File: src/hw/rtl/qstm_pkg.sv
// shared widths, constants and helpers for the quaternion transform matrix block
`default_nettype none

package qstm_pkg;

  localparam int unsigned QUAT_W    = 16;
  localparam int unsigned SCALE_W   = 16;
  localparam int unsigned TRANS_W   = 32;
  localparam int unsigned PROD_W    = 2 * QUAT_W;
  // 1 - 2(a+b) and 2(a+-b) over two Q2.30 products need two extra bits
  localparam int unsigned TERM_W    = PROD_W + 2;
  localparam int unsigned SCALED_W  = TERM_W + SCALE_W;
  localparam int unsigned ROUND_SH  = 22;
  localparam int unsigned ROUNDED_W = SCALED_W + 1 - ROUND_SH;
  localparam int unsigned OUT_W     = 32;
  localparam int unsigned NUM_TERMS = 9;

  localparam logic signed [TERM_W-1:0]   OneQ30    = TERM_W'(64'sd1 <<< 30);
  localparam logic signed [SCALED_W:0]   RoundBias = (SCALED_W + 1)'(64'sd1 <<< (ROUND_SH - 1));
  localparam logic signed [63:0]         OutMax    = 64'sd2147483647;
  localparam logic signed [63:0]         OutMin    = -64'sd2147483648;

  // per-stage load enables of one scaling lane
  typedef struct packed {
    logic mul_en;
    logic rnd_en;
  } lane_ctrl_t;

  function automatic logic [OUT_W-1:0] sat_q16(input logic signed [ROUNDED_W-1:0] v);
    logic signed [63:0] wide;
    wide = 64'(v);
    if (wide > OutMax) begin
      return OutMax[OUT_W-1:0];
    end else if (wide < OutMin) begin
      return OutMin[OUT_W-1:0];
    end
    return wide[OUT_W-1:0];
  endfunction

endpackage

`default_nettype wire

File: src/hw/rtl/qstm_scale_lane.sv
// one matrix entry: term times scale, then round to q16.16 and saturate
`default_nettype none

module qstm_scale_lane (
  input  wire                                 clk_i,
  input  wire qstm_pkg::lane_ctrl_t           ctrl_i,
  input  wire logic signed [qstm_pkg::TERM_W-1:0]  term_i,
  input  wire logic signed [qstm_pkg::SCALE_W-1:0] scale_i,
  output logic [qstm_pkg::OUT_W-1:0]          result_o
);

  logic signed [qstm_pkg::SCALED_W-1:0] scaled_d, scaled_q;
  logic signed [qstm_pkg::SCALED_W:0]   biased;
  logic signed [qstm_pkg::ROUNDED_W-1:0] rounded;
  logic [qstm_pkg::OUT_W-1:0]           result_d, result_q;

  assign scaled_d = term_i * scale_i;

  always_ff @(posedge clk_i) begin
    if (ctrl_i.mul_en) begin
      scaled_q <= scaled_d;
    end
  end

  // add half an lsb, then floor by dropping the low bits
  assign biased   = {scaled_q[qstm_pkg::SCALED_W-1], scaled_q} + qstm_pkg::RoundBias;
  assign rounded  = biased[qstm_pkg::SCALED_W:qstm_pkg::ROUND_SH];
  assign result_d = qstm_pkg::sat_q16(rounded);

  always_ff @(posedge clk_i) begin
    if (ctrl_i.rnd_en) begin
      result_q <= result_d;
    end
  end

  assign result_o = result_q;

endmodule

`default_nettype wire
File: config.mk
export PLATFORM = sky130hd
export DESIGN_NAME = qstm_scale_lane
export DESIGN_NICKNAME = d
export VERILOG_FILES = /design/src/hw/rtl/qstm_pkg.sv /design/src/hw/rtl/qstm_scale_lane.sv
export SDC_FILE = /design/constraint.sdc
export NUM_CORES = 1
export LEC_CHECK = 0
export BUFFER_PORTS_ARGS = -buffer_cell sky130_fd_sc_hd__buf_2
export CORE_MARGIN = 5
export CORE_UTILIZATION = 30
export CTS_BUF_LIST = sky130_fd_sc_hd__clkbuf_4
export DETAILED_ROUTE_END_ITERATION = 16
export GPL_TIMING_DRIVEN = 0
export MAX_ROUTING_LAYER = met4
export SLEW_MARGIN = 20
export SYNTH_ARGS = -nofsm -noshare
export SYNTH_HDL_FRONTEND = slang
export SYNTH_SLANG_ARGS = --single-unit
File: constraint.sdc
create_clock -name clk_i -period 6.2 [get_ports clk_i]
set_input_delay 0.31 -clock clk_i [delete_from_list [all_inputs] [get_ports clk_i]]
set_output_delay 0.31 -clock clk_i [all_outputs]
set_load 0.01 [all_outputs]
Word-level counts from Yosys, hierarchy flattened. Index checks and enable logic that the tools add are counted.

Flip-flop bits (word level): 82. Logic and storage cells: 11. Output and inout bits: 32. Input port bits: 53.

Add/subtract/negate cells: 1. Order comparisons: 2. Mux-type cells: 5. Multipliers: 1.

Operators by type and width (number): 32-bit 2-to-1 mux (3); 50-bit by 23-bit adder with 51-bit output (second input constant) (1); 34-bit by 16-bit multiplier with 50-bit output (1); 29-bit by 32-bit greater-than comparator with 1-bit output (second input constant) (1); 29-bit by 32-bit < comparator with 1-bit output (second input constant) (1); 1-bit 2-to-1 mux (2).

Logic depth before layout (Yosys ltp).
Depth in word-level cells: 5. Gate-level depth with buffers: 26. Gate-level depth less buffers: 24.

Worst setup path after synthesis. No wires, ideal clock.

Kind: input port to flip-flop. Start: input port scale_i[1] (netlist bit). End: register scaled_q[43] (netlist bit) (data pin). Library setup time: 262 ps. Required time: 5938 ps. Setup slack: 55 ps. Stages: 22. Arrival time: 5882 ps. Buffers on the path: 2. Cells stage by stage: clkbuf_1 > clkbuf_1 > nand2_1 > fa_1 > fa_1 > fa_1 > inv_1 > fa_1 > fa_1 > inv_1 > fa_1 > inv_1 > ha_1 > and4_1 > nor2b_1 > o31ai_1 > nand3_1 > a21oi_2 > o21ai_1 > a21oi_1 > o21bai_1 > xor2_1.

Cells in the longest elaborated chain, start to end: 1.

Ends and longest elaborated chain: start, declared (line qstm_scale_lane.sv:8) `input wire logic signed [qstm_pkg::SCALE_W-1:0] scale_i,`; 34-bit by 16-bit multiplier with 50-bit output (line qstm_scale_lane.sv:17) `assign scaled_d = term_i * scale_i;`; named net scaled_d, one bit (line qstm_scale_lane.sv:12) `logic signed [qstm_pkg::SCALED_W-1:0] scaled_d, scaled_q;`; end signal, assigned (line qstm_scale_lane.sv:21) `scaled_q <= scaled_d;`; end, declared (line qstm_scale_lane.sv:12).

The timed path passes the listed nets, and every way through them passes these cells. A chain may end at the register's enable or synchronous reset.

Worst setup path after layout.
Start: input port scale_i[4] (netlist bit). End: register scaled_q[48] (netlist bit) (data pin).

Same word-level chain as after synthesis.

==> metrics.yaml <==
outcome: "completed"
synth_flop_cell: "edfxtp_1"
synth-seq-cells: 59
setup_viol_count_final: 0
drt_iter0_drc: 841
post-place-cells: 3143
final_nets: 2962
cp-start-kind: "input port"
skew_ns: 0.00918
drtPass1Iterations: 5
numPortBuffers: 80
synth_area_um2: 20500
worst_setup_path_end_kind: "register"
max_freq_ghz: 0.163
gp_congestion: 0.925
period_share_pct: 98.9
synth_cell_types: 48
synth_area_per_cell_um2: 9.35
fin_util_pct: 33.9
root_buffer: "clkbuf_4"
io_pins: 85
postRouteAntennaNets: 0
relSlewSlack_pct: 50.3
syn_nets: 2872
cap_violations: 0
clock-sinks: 59
crit_fanout: 10
synth-edff-count: 59
yosysMostFrequentCell: "inv_1"
wl_per_cell_um: 18.0
cp.required_ns: 6.40
overflow: 0
cts_buffers: 9
nFillCells: 6865
clk_pin_slew_ns: 0.12
fin_crit_ns: 6.13
instances_no_fill: 3165
cts_tree: "built"
antenna_found_initial: 8
drive_above_1_share_pct: 9.63
die_x_um: 271
criticalPathCategory: "input port to register"
hold_buffers: 0
synthCells: 2190
die_h_um: 271
core_region_area_um2: 67400
regToRegSetupSlack_ns: 3.69
viasPerCell: 4.56
ys_top_cells_by_count: "inv_1, fa_1, nand2_1, and2_1, ha_1"
grt_pass1_wl_mm: 90.5
dieArea_um2: 73600
syn_to_final_growth_pct: 11.7
synth_top_area_share_pct: 50.1
slew_viol_final: 0
via_count: 14400
post-route-drc-count: 0
initial_core_util_pct: 30.4
synth_area_leaders: "fa_1, inv_1, edfxtp_1"
worstPathArrival_ns: 6.33
grt.total_usage_pct: 16.4
yosysSeqAreaShare_pct: 8.65
clockBufferDepth: 2
synth_area_leader_cell: "fa_1"
wl_mm: 56.9
hold_class: "input port to register"
placementRows: 95
rsz0062_at_grt: "yes"
yosysWarnings: 0
final_hold_viol_count: 0
cts.htree.levels: 3
synthArstFlopShare_pct: 0
dp_hpwl_mm: 48.9
first_global_vias: 15600
clk-insertion-delay-late_ns: 0.45
tightest_slew_ns: 0.745
grt_max_degree: 31
[flip-flops by register name, indices dropped and copies added (netlist names)]
register and count:
scaled_q 29, result_o 30
[kinds of logic after synthesis]
family,share of synthesized area [%]
buffers and inverters,12.5
and+or+nand+nor,15.3
adders and majority gates,57.2
AOI/OAI and AO/OA,3.54
xor gates and xnor gates,2.65
DFF,8.65
muxes,0.147
[metrics by stage]
| step | setup WS, ns | setup TNS (ns) | hold WS (ns) | area [um2] |
|---|---|---|---|---|
| floorplan | 0.0555 | 0 | 0.422 | 20500 |
| global placement | -2.07 | -41.27 | 0.563 | 22000 |
| detailed placement | -2.04 | -40.87 | 0.561 | 22000 |
| CTS | 0.000851 | 0 | 0.419 | 22400 |
| global route | -0.0347 | -0.141 | 0.428 | 22900 |
| finish | 0.0709 | 0 | 0.454 | 22900 |
[path summary, 6_finish.rpt]
| kind | from | to | depth (start not counted) |
|---|---|---|---|
| worst max register to register | scaled_q[23] | result_o[26] | 8 |
| worst min-delay path | ctrl_i[1] | scaled_q[21] | 1 |
| worst min register to register | scaled_q[29] | result_o[7] | 1 |
| worst max-delay path | scale_i[4] | scaled_q[48] | 25 |
[area by class of cell]
cell class | instances | area [um2] | area share (%)
Clock buffer | 9 | 67.6 | 0.295
Multi-Input combinational cell | 1451 | 16400 | 71.6
Inverter | 592 | 2220 | 9.72
Antenna cell | 7 | 17.5 | 0.0766
Sequential cell | 59 | 1770 | 7.75
Buffer | 78 | 722 | 3.16
Clock inverter | 7 | 76.3 | 0.334
Timing Repair Buffer | 89 | 523 | 2.29
Tap cell | 873 | 1090 | 4.78
[critical path: stages]
cell	delay, ns
buf_2	0.17
clkbuf_4	0.24
and2_1	0.18
fa_1	0.54
inv_1	0.05
fa_1	0.46
fa_1	0.51
inv_1	0.06
fa_1	0.49
fa_1	0.49
inv_1	0.05
fa_1	0.49
inv_1	0.05
ha_1	0.35
a21oi_1	0.21
o21ai_2	0.11
buf_4	0.16
nor3_2	0.15
buf_4	0.17
nand3_4	0.15
a21oi_4	0.30
o31ai_4	0.14
o21a_1	0.24
o21ai_2	0.12
a21oi_1	0.10
[repair_timing]
item | CTS | global route
setup buffers | 3 | 6
pin swaps | 4 | 13
setup endpoints to repair | 29 | 18
resized for setup | 128 | 175
hold endpoints to repair | 0 | 0
[cells in the final DEF, fill, tap and decap left out, types with 4 or more instances in the layout]
cell type,count
inv_1,592
fa_1,510
nand2_1,316
and2_1,215
ha_1,108
buf_2,68
edfxtp_1,59
nor2_1,48
xnor2_1,43
a21oi_1,35
clkbuf_4,30
buf_4,24
nand3_1,22
xor2_1,19
buf_6,17
clkbuf_2,15
a21o_1,13
o21ai_0,12
nand4_1,12
and3_1,9
buf_8,8
ha_4,8
diode_2,7
o21ai_2,7
buf_12,6
clkbuf_1,5
nand2b_1,5
a21oi_2,5
o21a_1,4
o21bai_1,4
nor3_1,4
[per-layer routing]
layer | vias up | share of wire (%) | GRT usage [%]
li1 | 6522 | - | -
met1 | 7435 | 43 | 21.3
met2 | 410 | 47 | 26.2
met3 | 72 | 7.7 | 4.31
met4 | 0 | 2.5 | 3.25
met5 | - | 0 | -
Power is not shown: default switching activity piles up to over one toggle a cycle in this logic, so the estimate is an artifact.
